**src/design/assert_macros.svh**
```systemverilog
// Assertion macros shared by the line stepper RTL.
// Each macro checks a property on the rising edge of i_clk, held off during reset.
`ifndef ASSERT_MACROS_SVH
`define ASSERT_MACROS_SVH

`define ASSERT_SYNC(lbl, prop, msg) \
    lbl: assert property (@(posedge i_clk) disable iff (!i_rst_n) prop) \
        else $error(msg);

`define ASSERT_NEVER(lbl, expr, msg) \
    lbl: assert property (@(posedge i_clk) disable iff (!i_rst_n) !(expr)) \
        else $error(msg);

`endif

```
**src/design/lps_pkg.sv**
```systemverilog
// Shared types and constants for the line pixel stepper.
// Used by lps_front, lps_back and line_pixel_stepper_unit; no dependencies.
package lps_pkg;

    localparam int COORD_BITS = 12;
    localparam int ERR_BITS = COORD_BITS + 2;
    localparam int E2_BITS = ERR_BITS + 1;
    localparam int COLOR_BITS = 16;

    localparam int QUEUE_DEPTH = 2;
    localparam int QUEUE_PTR_BITS = 1;
    localparam int QUEUE_CNT_BITS = 2;

    localparam int PADDR_BITS = 3;
    localparam int PDATA_BITS = 32;
    localparam int REG_BITS = 12;
    localparam logic [REG_BITS-1:0] SCREEN_WIDTH_RESET = 12'd320;
    localparam logic [REG_BITS-1:0] SCREEN_HEIGHT_RESET = 12'd320;

    localparam logic REG_SCREEN_WIDTH = 1'b0;
    localparam logic REG_SCREEN_HEIGHT = 1'b1;

    typedef enum logic {
        KIND_LOAD = 1'b0,
        KIND_STEP = 1'b1
    } t_kind;

    typedef struct packed {
        t_kind                  kind;
        logic [COORD_BITS-1:0]  x_start;
        logic [COORD_BITS-1:0]  y_start;
        logic [COORD_BITS-1:0]  x_end;
        logic [COORD_BITS-1:0]  y_end;
        logic [COLOR_BITS-1:0]  color;
    } t_cmd;

    typedef struct packed {
        logic [COORD_BITS-1:0]  x;
        logic [COORD_BITS-1:0]  y;
        logic [COLOR_BITS-1:0]  color;
        logic                   visible;
        logic                   last;
    } t_point;

endpackage

```
**src/design/line_pixel_stepper_unit.sv**
```systemverilog
// Top level of the line pixel stepper: configuration registers and the front/back pair.
// Depends on lps_pkg, lps_front and lps_back.
//
// Usage: items enter through a queue-style port (push/full). A load item
// (kind 0) sets up a line from start to end with a pen color and gives no
// result. Each step item (kind 1) on an active line gives one point with its
// color, a visible flag and a last flag; a step with no active line gives none.
// Results leave through a queue-style port (empty/pop); the oldest point is on
// the o_point_* ports while empty is low.
// A step waits in the command queue until the back part takes it, and its point
// is then written into the result queue. Throughput: one item per cycle while
// full stays low, set by the error update in the back part.
// A two-entry command queue separates the front from the back and a two-entry
// result queue follows the back; when pop stays low the result queue fills,
// then the command queue, then full rises. Loads still drain while results
// are stalled.
// Reset (i_rst_n low at a clock edge) empties both queues, drops the line and
// sets screen width and height to 320. The APB registers are screen width at
// address 0 and screen height at address 4.

module line_pixel_stepper_unit (
    input  logic                           i_clk,
    input  logic                           i_rst_n,
    input  logic                           push,
    output logic                           full,
    input  logic                           i_kind,
    input  logic [lps_pkg::COORD_BITS-1:0] i_x_start,
    input  logic [lps_pkg::COORD_BITS-1:0] i_y_start,
    input  logic [lps_pkg::COORD_BITS-1:0] i_x_end,
    input  logic [lps_pkg::COORD_BITS-1:0] i_y_end,
    input  logic [lps_pkg::COLOR_BITS-1:0] i_pen_color,
    output logic                           empty,
    input  logic                           pop,
    output logic [lps_pkg::COORD_BITS-1:0] o_point_x,
    output logic [lps_pkg::COORD_BITS-1:0] o_point_y,
    output logic [lps_pkg::COLOR_BITS-1:0] o_point_color,
    output logic                           o_visible,
    output logic                           o_last,
    input  logic                           psel,
    input  logic                           penable,
    input  logic                           pwrite,
    input  logic [lps_pkg::PADDR_BITS-1:0] paddr,
    input  logic [lps_pkg::PDATA_BITS-1:0] pwdata,
    output logic [lps_pkg::PDATA_BITS-1:0] prdata,
    output logic                           pready
);

    logic [lps_pkg::REG_BITS-1:0]   r_screen_width, n_screen_width;
    logic [lps_pkg::REG_BITS-1:0]   r_screen_height, n_screen_height;
    logic                           w_cfg_wr;
    logic                           w_reg_sel;
    lps_pkg::t_cmd                  w_cmd;
    logic                           w_cmd_valid;
    logic                           w_take;
    lps_pkg::t_point                w_point;

    assign pready = 1'b1;
    assign w_reg_sel = paddr[lps_pkg::PADDR_BITS-1];
    assign w_cfg_wr = psel && penable && pwrite && pready;

    always_comb begin
        n_screen_width = r_screen_width;
        n_screen_height = r_screen_height;
        if (w_cfg_wr) begin
            case (w_reg_sel)
                lps_pkg::REG_SCREEN_WIDTH: begin
                    n_screen_width = pwdata[lps_pkg::REG_BITS-1:0];
                end
                lps_pkg::REG_SCREEN_HEIGHT: begin
                    n_screen_height = pwdata[lps_pkg::REG_BITS-1:0];
                end
                default: begin
                end
            endcase
        end
    end

    always_comb begin
        case (w_reg_sel)
            lps_pkg::REG_SCREEN_WIDTH: begin
                prdata = {{(lps_pkg::PDATA_BITS - lps_pkg::REG_BITS){1'b0}}, r_screen_width};
            end
            lps_pkg::REG_SCREEN_HEIGHT: begin
                prdata = {{(lps_pkg::PDATA_BITS - lps_pkg::REG_BITS){1'b0}}, r_screen_height};
            end
            default: begin
                prdata = '0;
            end
        endcase
    end

    always_ff @(posedge i_clk) begin
        if (!i_rst_n) begin
            r_screen_width <= lps_pkg::SCREEN_WIDTH_RESET;
            r_screen_height <= lps_pkg::SCREEN_HEIGHT_RESET;
        end else begin
            r_screen_width <= n_screen_width;
            r_screen_height <= n_screen_height;
        end
    end

    lps_front u_front (
        .i_clk       (i_clk),
        .i_rst_n     (i_rst_n),
        .i_push      (push),
        .o_full      (full),
        .i_kind      (i_kind),
        .i_x_start   (i_x_start),
        .i_y_start   (i_y_start),
        .i_x_end     (i_x_end),
        .i_y_end     (i_y_end),
        .i_pen_color (i_pen_color),
        .i_take      (w_take),
        .o_cmd       (w_cmd),
        .o_cmd_valid (w_cmd_valid)
    );

    lps_back u_back (
        .i_clk           (i_clk),
        .i_rst_n         (i_rst_n),
        .i_cmd           (w_cmd),
        .i_cmd_valid     (w_cmd_valid),
        .o_take          (w_take),
        .i_screen_width  (r_screen_width),
        .i_screen_height (r_screen_height),
        .i_pop           (pop),
        .o_empty         (empty),
        .o_point         (w_point)
    );

    assign o_point_x = w_point.x;
    assign o_point_y = w_point.y;
    assign o_point_color = w_point.color;
    assign o_visible = w_point.visible;
    assign o_last = w_point.last;

endmodule

```
**src/design/lps_front.sv**
```systemverilog
// Front part of the line stepper: accepts items and classifies them as load or step.
// Holds them in a short command queue for lps_back. Depends on lps_pkg.
`include "assert_macros.svh"

module lps_front (
    input  logic                           i_clk,
    input  logic                           i_rst_n,
    input  logic                           i_push,
    output logic                           o_full,
    input  logic                           i_kind,
    input  logic [lps_pkg::COORD_BITS-1:0] i_x_start,
    input  logic [lps_pkg::COORD_BITS-1:0] i_y_start,
    input  logic [lps_pkg::COORD_BITS-1:0] i_x_end,
    input  logic [lps_pkg::COORD_BITS-1:0] i_y_end,
    input  logic [lps_pkg::COLOR_BITS-1:0] i_pen_color,
    input  logic                           i_take,
    output lps_pkg::t_cmd                  o_cmd,
    output logic                           o_cmd_valid
);

    lps_pkg::t_cmd                          r_q [lps_pkg::QUEUE_DEPTH];
    logic [lps_pkg::QUEUE_PTR_BITS-1:0]     r_wr_ptr, n_wr_ptr;
    logic [lps_pkg::QUEUE_PTR_BITS-1:0]     r_rd_ptr, n_rd_ptr;
    logic [lps_pkg::QUEUE_CNT_BITS-1:0]     r_count, n_count;
    logic                                   w_wr;
    logic                                   w_rd;
    lps_pkg::t_cmd                          w_cmd_in;

    assign o_full = (r_count == lps_pkg::QUEUE_CNT_BITS'(lps_pkg::QUEUE_DEPTH));
    assign o_cmd_valid = (r_count != '0);
    assign o_cmd = r_q[r_rd_ptr];
    assign w_wr = i_push && !o_full;
    assign w_rd = i_take && o_cmd_valid;

    always_comb begin
        w_cmd_in.kind = lps_pkg::t_kind'(i_kind);
        w_cmd_in.x_start = i_x_start;
        w_cmd_in.y_start = i_y_start;
        w_cmd_in.x_end = i_x_end;
        w_cmd_in.y_end = i_y_end;
        w_cmd_in.color = i_pen_color;
    end

    always_comb begin
        n_wr_ptr = r_wr_ptr;
        n_rd_ptr = r_rd_ptr;
        n_count = r_count;
        if (w_wr) begin
            n_wr_ptr = (r_wr_ptr == lps_pkg::QUEUE_PTR_BITS'(lps_pkg::QUEUE_DEPTH - 1)) ?
                       '0 : r_wr_ptr + 1'b1;
        end
        if (w_rd) begin
            n_rd_ptr = (r_rd_ptr == lps_pkg::QUEUE_PTR_BITS'(lps_pkg::QUEUE_DEPTH - 1)) ?
                       '0 : r_rd_ptr + 1'b1;
        end
        if (w_wr && !w_rd) begin
            n_count = r_count + 1'b1;
        end else if (w_rd && !w_wr) begin
            n_count = r_count - 1'b1;
        end
    end

    always_ff @(posedge i_clk) begin
        if (!i_rst_n) begin
            r_wr_ptr <= '0;
            r_rd_ptr <= '0;
            r_count <= '0;
        end else begin
            r_wr_ptr <= n_wr_ptr;
            r_rd_ptr <= n_rd_ptr;
            r_count <= n_count;
        end
    end

    always_ff @(posedge i_clk) begin
        if (w_wr) begin
            r_q[r_wr_ptr] <= w_cmd_in;
        end
    end

    `ASSERT_SYNC(a_front_push_lands, w_wr && !w_rd |=> o_cmd_valid, "Accepted item lost in queue")
    `ASSERT_NEVER(a_front_take_empty, i_take && !o_cmd_valid && r_count != '0, "Queue count broken")

endmodule

```
**src/design/lps_back.sv**
```systemverilog
// Back part of the line stepper: Bresenham state, error rule and the result queue.
// Executes commands from lps_front one per cycle while the result queue has room. Depends on lps_pkg.
`include "assert_macros.svh"

module lps_back (
    input  logic                           i_clk,
    input  logic                           i_rst_n,
    input  lps_pkg::t_cmd                  i_cmd,
    input  logic                           i_cmd_valid,
    output logic                           o_take,
    input  logic [lps_pkg::REG_BITS-1:0]   i_screen_width,
    input  logic [lps_pkg::REG_BITS-1:0]   i_screen_height,
    input  logic                           i_pop,
    output logic                           o_empty,
    output lps_pkg::t_point                o_point
);

    logic [lps_pkg::COORD_BITS-1:0]         r_cur_x, n_cur_x;
    logic [lps_pkg::COORD_BITS-1:0]         r_cur_y, n_cur_y;
    logic [lps_pkg::COORD_BITS-1:0]         r_goal_x, n_goal_x;
    logic [lps_pkg::COORD_BITS-1:0]         r_goal_y, n_goal_y;
    logic [lps_pkg::COORD_BITS-1:0]         r_dist_x, n_dist_x;
    logic [lps_pkg::COORD_BITS-1:0]         r_dist_y, n_dist_y;
    logic                                   r_step_left, n_step_left;
    logic                                   r_step_up, n_step_up;
    logic signed [lps_pkg::ERR_BITS-1:0]    r_err, n_err;
    logic [lps_pkg::COLOR_BITS-1:0]         r_color, n_color;
    logic                                   r_active, n_active;

    lps_pkg::t_point                        r_q [lps_pkg::QUEUE_DEPTH];
    logic [lps_pkg::QUEUE_PTR_BITS-1:0]     r_wr_ptr, n_wr_ptr;
    logic [lps_pkg::QUEUE_PTR_BITS-1:0]     r_rd_ptr, n_rd_ptr;
    logic [lps_pkg::QUEUE_CNT_BITS-1:0]     r_count, n_count;

    logic                                   w_room;
    logic                                   w_load;
    logic                                   w_emit;
    logic                                   w_pop;
    logic                                   w_is_last;
    logic                                   w_move_x;
    logic                                   w_move_y;
    logic signed [lps_pkg::E2_BITS-1:0]     w_e2;
    logic signed [lps_pkg::E2_BITS-1:0]     w_dx;
    logic signed [lps_pkg::E2_BITS-1:0]     w_dy;
    logic signed [lps_pkg::ERR_BITS-1:0]    w_dx_e;
    logic signed [lps_pkg::ERR_BITS-1:0]    w_dy_e;
    logic signed [lps_pkg::ERR_BITS-1:0]    w_ldx;
    logic signed [lps_pkg::ERR_BITS-1:0]    w_ldy;
    lps_pkg::t_point                        w_point;

    assign o_empty = (r_count == '0);
    assign o_point = r_q[r_rd_ptr];
    assign w_pop = i_pop && !o_empty;
    assign w_room = (r_count != lps_pkg::QUEUE_CNT_BITS'(lps_pkg::QUEUE_DEPTH)) || w_pop;

    assign o_take = i_cmd_valid &&
                    ((i_cmd.kind == lps_pkg::KIND_LOAD) || !r_active || w_room);
    assign w_load = o_take && (i_cmd.kind == lps_pkg::KIND_LOAD);
    assign w_emit = o_take && (i_cmd.kind == lps_pkg::KIND_STEP) && r_active;

    assign w_is_last = (r_cur_x == r_goal_x) && (r_cur_y == r_goal_y);
    assign w_e2 = {r_err, 1'b0};
    assign w_dx = {{(lps_pkg::E2_BITS - lps_pkg::COORD_BITS){1'b0}}, r_dist_x};
    assign w_dy = {{(lps_pkg::E2_BITS - lps_pkg::COORD_BITS){1'b0}}, r_dist_y};
    assign w_dx_e = {{(lps_pkg::ERR_BITS - lps_pkg::COORD_BITS){1'b0}}, r_dist_x};
    assign w_dy_e = {{(lps_pkg::ERR_BITS - lps_pkg::COORD_BITS){1'b0}}, r_dist_y};
    assign w_move_x = (w_e2 > -w_dy);
    assign w_move_y = (w_e2 < w_dx);

    always_comb begin
        w_point.x = r_cur_x;
        w_point.y = r_cur_y;
        w_point.color = r_color;
        w_point.visible = (r_cur_x < i_screen_width) && (r_cur_y < i_screen_height);
        w_point.last = w_is_last;
    end

    always_comb begin
        n_cur_x = r_cur_x;
        n_cur_y = r_cur_y;
        n_goal_x = r_goal_x;
        n_goal_y = r_goal_y;
        n_dist_x = r_dist_x;
        n_dist_y = r_dist_y;
        n_step_left = r_step_left;
        n_step_up = r_step_up;
        n_err = r_err;
        n_color = r_color;
        n_active = r_active;
        w_ldx = '0;
        w_ldy = '0;
        if (w_load) begin
            n_cur_x = i_cmd.x_start;
            n_cur_y = i_cmd.y_start;
            n_goal_x = i_cmd.x_end;
            n_goal_y = i_cmd.y_end;
            n_step_left = !(i_cmd.x_start < i_cmd.x_end);
            n_step_up = !(i_cmd.y_start < i_cmd.y_end);
            n_dist_x = n_step_left ? i_cmd.x_start - i_cmd.x_end
                                   : i_cmd.x_end - i_cmd.x_start;
            n_dist_y = n_step_up ? i_cmd.y_start - i_cmd.y_end
                                 : i_cmd.y_end - i_cmd.y_start;
            w_ldx = {{(lps_pkg::ERR_BITS - lps_pkg::COORD_BITS){1'b0}}, n_dist_x};
            w_ldy = {{(lps_pkg::ERR_BITS - lps_pkg::COORD_BITS){1'b0}}, n_dist_y};
            n_err = w_ldx - w_ldy;
            n_color = i_cmd.color;
            n_active = 1'b1;
        end else if (w_emit) begin
            if (w_is_last) begin
                n_active = 1'b0;
            end else begin
                n_err = r_err - (w_move_x ? w_dy_e : '0) + (w_move_y ? w_dx_e : '0);
                if (w_move_x) begin
                    n_cur_x = r_step_left ? r_cur_x - 1'b1 : r_cur_x + 1'b1;
                end
                if (w_move_y) begin
                    n_cur_y = r_step_up ? r_cur_y - 1'b1 : r_cur_y + 1'b1;
                end
            end
        end
    end

    always_comb begin
        n_wr_ptr = r_wr_ptr;
        n_rd_ptr = r_rd_ptr;
        n_count = r_count;
        if (w_emit) begin
            n_wr_ptr = (r_wr_ptr == lps_pkg::QUEUE_PTR_BITS'(lps_pkg::QUEUE_DEPTH - 1)) ?
                       '0 : r_wr_ptr + 1'b1;
        end
        if (w_pop) begin
            n_rd_ptr = (r_rd_ptr == lps_pkg::QUEUE_PTR_BITS'(lps_pkg::QUEUE_DEPTH - 1)) ?
                       '0 : r_rd_ptr + 1'b1;
        end
        if (w_emit && !w_pop) begin
            n_count = r_count + 1'b1;
        end else if (w_pop && !w_emit) begin
            n_count = r_count - 1'b1;
        end
    end

    always_ff @(posedge i_clk) begin
        if (!i_rst_n) begin
            r_cur_x <= '0;
            r_cur_y <= '0;
            r_goal_x <= '0;
            r_goal_y <= '0;
            r_dist_x <= '0;
            r_dist_y <= '0;
            r_step_left <= 1'b0;
            r_step_up <= 1'b0;
            r_err <= '0;
            r_color <= '0;
            r_active <= 1'b0;
            r_wr_ptr <= '0;
            r_rd_ptr <= '0;
            r_count <= '0;
        end else begin
            r_cur_x <= n_cur_x;
            r_cur_y <= n_cur_y;
            r_goal_x <= n_goal_x;
            r_goal_y <= n_goal_y;
            r_dist_x <= n_dist_x;
            r_dist_y <= n_dist_y;
            r_step_left <= n_step_left;
            r_step_up <= n_step_up;
            r_err <= n_err;
            r_color <= n_color;
            r_active <= n_active;
            r_wr_ptr <= n_wr_ptr;
            r_rd_ptr <= n_rd_ptr;
            r_count <= n_count;
        end
    end

    always_ff @(posedge i_clk) begin
        if (w_emit) begin
            r_q[r_wr_ptr] <= w_point;
        end
    end

    `ASSERT_SYNC(a_back_step_moves, w_emit && !w_is_last |=> (r_cur_x != $past(r_cur_x) || r_cur_y != $past(r_cur_y)), "Step did not move the point")
    `ASSERT_SYNC(a_back_last_ends, w_emit && w_is_last |=> !r_active && !o_empty, "End point did not close the line")
    `ASSERT_NEVER(a_back_overflow, w_emit && !w_room, "Result queue overflow")

endmodule

```
**config.mk**
```make
export PLATFORM = sky130hd
export DESIGN_NAME = line_pixel_stepper_unit
export DESIGN_NICKNAME = d
export VERILOG_FILES = /design/src/design/lps_pkg.sv /design/src/design/line_pixel_stepper_unit.sv /design/src/design/lps_front.sv /design/src/design/lps_back.sv
export VERILOG_INCLUDE_DIRS = /design/src /design/src/design
export SDC_FILE = /design/constraint.sdc
export NUM_CORES = 1
export LEC_CHECK = 0
export BUFFER_PORTS_ARGS = -buffer_cell sky130_fd_sc_hd__buf_2
export CAP_MARGIN = 20
export CORE_AREA = 2 2 153 267
export CTS_CLUSTER_SIZE = 12
export DETAILED_ROUTE_END_ITERATION = 10
export DIE_AREA = 0 0 155 269
export HOLD_SLACK_MARGIN = 0.05
export PLACE_DENSITY = 0.69
export SETUP_SLACK_MARGIN = 0.02
export SYNTH_ARGS = -nofsm -noshare
export SYNTH_HDL_FRONTEND = slang
export SYNTH_HIERARCHICAL = 1
export SYNTH_SLANG_ARGS = --single-unit
```
**constraint.sdc**
```tcl
create_clock -name i_clk -period 6.3 [get_ports i_clk]
set_clock_uncertainty 0.1 [all_clocks]
set_input_delay 0.315 -clock i_clk [delete_from_list [all_inputs] [get_ports i_clk]]
set_output_delay 0.315 -clock i_clk [all_outputs]
set_load 0.02 [all_outputs]
```
=== After elaboration in Yosys (flattened, before gate mapping) ===
Memory sizes are Yosys's and may differ from the RTL's. A register that Yosys moved wholly into a read port is not among the register bits.
Index checks and enable logic that the tools add are counted.

* $add $sub $neg: 20
* Multipliers: 0
* Div/mod/pow operators: 0
* Order comparisons: 6
* Equal/unequal tests: 5
* Shifts and indexed selects: 0
* Multiplexer cells: 37
* Bitwise gates (word level): 2
* Reduce and logical (&&, ||, !) cells: 41

{| class="wikitable"
|+ Operators by type and width
! kind !! number
|-
| 12-bit two-way mux || 14
|-
| 32-bit one-hot mux with 2 select lines || 1
|-
| 12-bit < comparator || 4
|-
| 12-bit subtractor || 4
|-
| 14-bit two-way mux || 3
|-
| 12-bit by 1-bit adder with 12-bit output, second input constant || 2
|-
| 12-bit == test || 2
|-
| 12-bit by 1-bit subtractor with 12-bit output, second input constant || 2
|-
| 15-bit greater-than comparator || 1
|-
| 1-bit logical AND || 15
|-
| 15-bit by 13-bit < comparator with 1-bit output || 1
|-
| 1-bit two-way mux || 15
|-
| 12-bit negation with 15-bit output || 1
|-
| 14-bit adder || 1
|-
| 2-bit nonzero test || 7
|-
| 14-bit subtractor || 1
|-
| 12-bit by 12-bit subtractor with 13-bit output || 1
|-
| 1-bit zero test || 9
|-
| 2-bit two-way mux || 4
|-
| 2-bit AND reduction || 4
|-
| 3-bit AND reduction || 2
|-
| 1-bit adder, second input constant || 4
|-
| 2-bit by 1-bit adder with 2-bit output, second input constant || 2
|-
| 2-bit by 1-bit subtractor with 2-bit output, second input constant || 2
|-
| 6 further kinds || 9
|}

* Register bits after elaboration: 137
* Latch bits: 0
* RAM bits: 214
* Memory bits (read-only): 0
* Bits of input ports: 107
* Output and inout bits: 77
* Memories kept: 2

{| class="wikitable"
|+ Memory list
! memory !! words !! width !! read ports !! clocked after Yosys merged registers in !! write ports !! line !! RTL
|-
| u_front.r_q || 2 || 65 || 1 || 1 || 1 || lps_front.sv:21 || <nowiki>lps_pkg::t_cmd r_q [lps_pkg::QUEUE_DEPTH];</nowiki>
|-
| u_back.r_q || 2 || 42 || 1 || 1 || 1 || lps_back.sv:30 || <nowiki>lps_pkg::t_point r_q [lps_pkg::QUEUE_DEPTH];</nowiki>
|}

=== Depth between registers and ports, before layout ===
* Depth after elaboration: 12
* Mapped depth: 25
* Depth with buffers taken out: 25

=== Hierarchy ===
Netlist, hierarchy kept.

{| class="wikitable"
|+ By module, submodules not included
! module !! instances !! cells each !! area each (sq um) !! seq. area each (sq um)
|-
| lps_back || 1 || 1476 || 13385.3 || 4724.5
|-
| lps_front || 1 || 227 || 4941.0 || 4003.8
|-
| line_pixel_stepper_unit || 1 || 129 || 1262.5 || 480.5
|}

=== Worst setup path after synthesis ===
OpenSTA, ideal clock, no wires.

* Path type: register -> register
* Start: reg u_back/r_dist_y[2] (netlist bit)
* End: reg u_back/r_err[12] (netlist bit)
* Setup time: 133 ps
* Arrival: 5306 ps
* Data required time: 6067 ps
* Path slack: 761 ps
* Cell stages (with the launch flop): 23
* Buffers on the path: 1
* Path through: dfxtp_1 > or4_1 > nor3_1 > nor4b_1 > nand2_1 > xnor2_1 > ha_1 > a21o_1 > a2111o_1 > o21a_1 > clkbuf_1 > and2_1 > fa_1 > inv_1 > ha_1 > nor2b_1 > o21ai_0 > a21oi_1 > o41ai_1 > o21ai_0 > o41ai_1 > xor2_1 > a21oi_1

* Longest elaborated chain between the ends: 8

{| class="wikitable"
|+ RTL lines
! item !! line !! RTL
|-
| start: declaration || lps_back.sv:23 || <nowiki>logic [lps_pkg::COORD_BITS-1:0] r_dist_y, n_dist_y;</nowiki>
|-
| start signal: assignment || lps_back.sv:164 || <nowiki>r_dist_y <= n_dist_y;</nowiki>
|-
| 12-bit negation with 15-bit output || lps_back.sv:67 || <nowiki>assign w_move_x = (w_e2 > -w_dy);</nowiki>
|-
| 15-bit greater-than comparator || lps_back.sv:67 ||
|-
| 12-bit two-way mux (*) || lps_back.sv:112 || <nowiki>n_err = r_err - (w_move_x ? w_dy_e : '0) + (w_move_y ? w_dx_e : '0);</nowiki>
|-
| 14-bit subtractor (*) || lps_back.sv:112 ||
|-
| 14-bit adder (*) || lps_back.sv:112 ||
|-
| 14-bit two-way mux (*) || lps_back.sv:109 || <nowiki>if (w_is_last) begin</nowiki>
|-
| 14-bit two-way mux (*) || lps_back.sv:108 || <nowiki>end else if (w_emit) begin</nowiki>
|-
| 14-bit two-way mux (*) || lps_back.sv:92 || <nowiki>if (w_load) begin</nowiki>
|-
| end signal: assignment || lps_back.sv:167 || <nowiki>r_err <= n_err;</nowiki>
|-
| end: declaration || lps_back.sv:26 || <nowiki>logic signed [lps_pkg::ERR_BITS-1:0] r_err, n_err;</nowiki>
|}

Mark *: on every way between the ends. The rest lies on a longest branch, timed or not. The select of a mux whose other input is x is not followed.
A chain may end at the register's enable or synchronous reset.

=== Worst setup path in the final report ===
* Start: reg u_back/r_dist_y[2] (netlist bit)
* End: reg u_back/r_err[10] (netlist bit)

The elaborated chain is that of the path after synthesis.

==> metrics.md <==
| Metric | Value |
|---|---|
| Slowest CP cell | or4_1 |
| Total CTS buffers | 37 |
| WS Path Type | flop to flop |
| Mapped cell area | approximately 0.020 mm2 |
| Clk slew on worst S/H paths | 0.06 ns |
| Mean Syn Cell Area | 10.7 um2 |
| Dpl hpwl | 35.3 mm |
| Postcts setup bufs | 0 |
| CP max FO | 6 |
| RR Startpoint | u_back/r_dist_y[2] |
| Largest net degree at the start of global routing | 85 |
| Vias in the first global route | approximately 14,000 |
| WP depth | 22 |
| Reg2Reg Capture Point | u_back/r_err[10] |
| Bufs and invs on worst path | 2 |
| H-tree lvl count | 2 |
| Final setup viols | 0 |
| Layout fillers | between 3,000 and 4,000 |
| Hold Path Class | input pin to flop |
| Worst skew pair latency | 0.54 ns |
| Worst Setup EP | u_back/r_err[10] |
| Die ar. | 0.0417 mm2 |
| Area leader, netlist | edfxtp_1 |
| Initial Utilization | around 50% |
| Crit share post-route | 92.1% |
| Share of cells above drive strength 1 | between 10% and 20% |
| Netlist cell types | 84 |
| # rows | between 90 and 100 |
| Top-count cell post-synth | edfxtp_1 |
| Die H | roughly 270 um |
| TritonCTS clock tree | yes |
| Max-slew violations | 0 |
| Crit path cell chain | or4_1 -> nor3_1 -> nand2_1 -> or2_2 -> nor4_2 -> ha_1 -> a21o_1 -> a2111o_1 -> o21a_1 -> and2_1 -> fa_1 -> inv_1 -> ha_1 -> nor2b_1 -> o21ai_0 -> a21oi_1 -> o41ai_1 -> buf_4 -> o21ai_0 -> xnor2_1 -> a22oi_1 -> o311a_1 |
| Register area share after synthesis | between 40 and 50% |
| Post-Layout Inst Area | 0.0226 mm2 |
| Port Buffers | 140 |
| FF-to-FF setup slack | between 0.4 and 0.5 ns |
| Crit path largest cell delay | around 0.59 ns |
| Async SR Flop Fraction | 0% |
| Deepest clock path buffer count | 3 |
| Per-cell routed wire length | approximately 19 um |
| Setup crit end kind | flop |
| Final setup TNS | 0 ns |
| Post-synth top area share | between 30% and 40% |
| CP Launch Point | u_back/r_dist_y[2] |
| Post-Place Cell Area | between 0.02 and 0.025 mm2 |
| Largest family of logic cells by synthesized area | compound AO/OA/AOI/OAI gates |
| Die width | around 160 um |
| Root Buffer | clkbuf_16 |
| DP Worst Slack | just over 0.4 ns |
| Slew margin rel. | roughly 30% |
| Number of diodes | 0 |
| RSZ-0062 raised after global routing | no |
| Fmax | approximately 170 MHz |
| Post-Synth Simple-Gate Area | between 10% and 20% |
| DR vias | about 14,000 |
| Final ANT Viol Nets | 0 |
| Clock Sinks | about 350 |
| Status | finished, final reports clean |
| Reg2Reg Depth | 22 |
| Core Region | slightly below 0.04 mm2 |
| Final hold vios | 0 |
| Static leakage | a little over 9 nW |
| Synth Instances | 1,832 |
| Required time worst endpoint | roughly 6.6 ns |
| GP Congestion | around 0.9 |
| Synth cell count leaders | 214 x edfxtp_1, 183 x nand2_1, 157 x inv_1 |
| Number of top-level pins | 184 |
| Largest cells by area after synthesis | edfxtp_1 33%, dfxtp_1 14%, ha_1 9.1% |
| First-pass GRT wire length | 75.9 mm |
| Top delay family on crit path | compound AO/OA/AOI/OAI gates |
| Top_reg_cell synth | edfxtp_1 |
| Initial antenna violation count | 0 |
| Yosys reg bits | about 350 |
| Power per Cell Area | 595 mW/mm2 |
| Worst Tran Pin Value | between 1 and 1.5 ns |
| Post-Route WL | about 48 mm |
| Post-synthesis mux area share | about 9.0% |
| Final worst slack | between 0.4 and 0.5 ns |
| Period minus WS final | 5.81 ns |
| Max-cap check violation count | 0 |
| Area Growth Syn to Fin | 15.6% |
| Remaining global-route overflow | 0 |
| Nets | 2,308 |
| Post-synth EDFFs | 214 |
| Via/cell ratio | 5.55 |
| Total track usage | 23.1% |
| Max IR drop VDD | around 0.44 mV |
| Drt pass-1 iters | 5 |
| Critical Path Start Type | flop |
| DRC Markers | 0 |
| Synthesis warning total | 6 |
| Adder-cell share of the synthesized area | between 10 and 15% |
| DRC marker count from the first detailed-route iteration | slightly below 900 |
| Post-synthesis compound-gate area fraction | between 10% and 20% |
| Worst EP arrival | about 6.1 ns |
| Synth Area in XOR/XNOR | under 10% |
[how the worst min path moves through the flow]
stage,startpoint,end,slack [ns],depth (start not counted)
3_5_place_dp,u_back/r_color[7],u_back/r_q[1][9],0.34,0
4_1_cts,pop,u_back/r_rd_ptr,0.12,4
6_report,pop,u_back/r_rd_ptr,0.13,4
5_1_grt,pop,u_back/r_rd_ptr,0.16,4
3_3_place_gp,u_back/r_color[8],u_back/r_q[0][10],0.33,0
2_1_floorplan,i_pen_color[0],u_front/r_q[0][0],0.31,0
[final cells by class]
class | count | area, um2 | area share, %
sequential | 353 | 9210 | 40.7
inverter | 158 | 593 | 2.62
tap | 495 | 619 | 2.74
timing repair buffer | 238 | 1680 | 7.43
multi-input combinational | 1251 | 9400 | 41.5
clock inverter | 8 | 70.1 | 0.310
clock buffer | 60 | 1060 | 4.70
[placed cells by master (no fill, tap or decap), types with 19 or more instances in the layout]
master         synthesis  final
clkbuf_16              0     39
inv_1                157    156
and2_1                22     21
dfxtp_1              139    137
a21o_1                22     22
ha_1                 143    143
nor2_1                87     87
mux2_2               125    125
a211oi_1              36     36
nor2b_1               27     26
nor3_1                28     27
nand2_1              183    183
buf_2                  8    140
xnor2_1               45     45
xor2_1                45     45
nand3_1               19     19
edfxtp_1             214    214
a21oi_1              119    119
conb_1                 2     21
clkbuf_1              41     20
fa_1                  19     19
mux2i_1               34     34
o21ai_0               66     65
dlygate4sd3_1          0     78
[layer usage]
metal | share of wire [%] | vias up | global-route usage, %
li1 | - | 6903 | -
met4 | 3.9 | 0 | 9.56
met3 | 3.8 | 94 | 2.56
met5 | 0 | - | 0
met1 | 40 | 6855 | 27.0
met2 | 52 | 373 | 42.8
[worst register-to-register path, delay by kind of cell (launching register included)]
kind | cells | cell delay [ns]
compound gates | 9 | 1.85
xor+xnor | 1 | 0.29
fa+ha+maj | 3 | 1.12
buf+inv | 2 | 0.23
flops | 1 | 0.37
simple gates | 7 | 1.71
[logic make-up (layout without fill, tap and decap cells)]
family	after synthesis	count (layout)
simple gates	443	443
mux	160	160
fa+ha+maj	162	162
flops	353	353
xor+xnor	91	91
buf+inv	247	464
other cells	2	21
compound gates	374	374
[repair_timing]
item / in CTS / in global routing
hold buffers: 78 / 0
gates resized for setup: 0 / 4
hold endpoints to repair: 155 / 0
setup endpoints to repair: 0 / 3
[through the flow]
step	cells	util [%]	hold slack, ns	power, mW
global route	2563	57.0	0.164	14.5
CTS	2562	56.9	0.118	13.5
floorplan	1851	-	0.314	9.16
detailed placement	2416	52.1	0.344	11.3
finish	2563	57.0	0.127	13.5
global placement	2416	52.1	0.332	11.2
[flip-flops by register name (all words and copies together) (netlist names), named ones only]
register            flops
u_back/r_q             84
u_back/r_wr_ptr         1
u_back/r_goal_y        12
u_front/r_count         2
u_front/r_wr_ptr        1
u_back/r_count          2
u_back/r_rd_ptr         1
u_back/r_dist_y        12
u_back/r_dist_x        12
u_back/r_cur_y         12
u_back/r_err           14
u_back/r_goal_x        12
r_screen_width         12
r_screen_height        12
u_back/r_color         16
u_back/r_step_up        1
u_back/r_cur_x         12
u_back/r_active         1
u_back/r_step_left      1
u_front/r_rd_ptr        1
u_front/r_q           130
[report_power, final]
group          leakage, nW  switching, mW  internal (mW)
logic                 5.61           4.73           3.34
clock network        0.544          0.889           1.17
registers             3.13          0.449           2.90
Power figures use the tool's default switching activity.
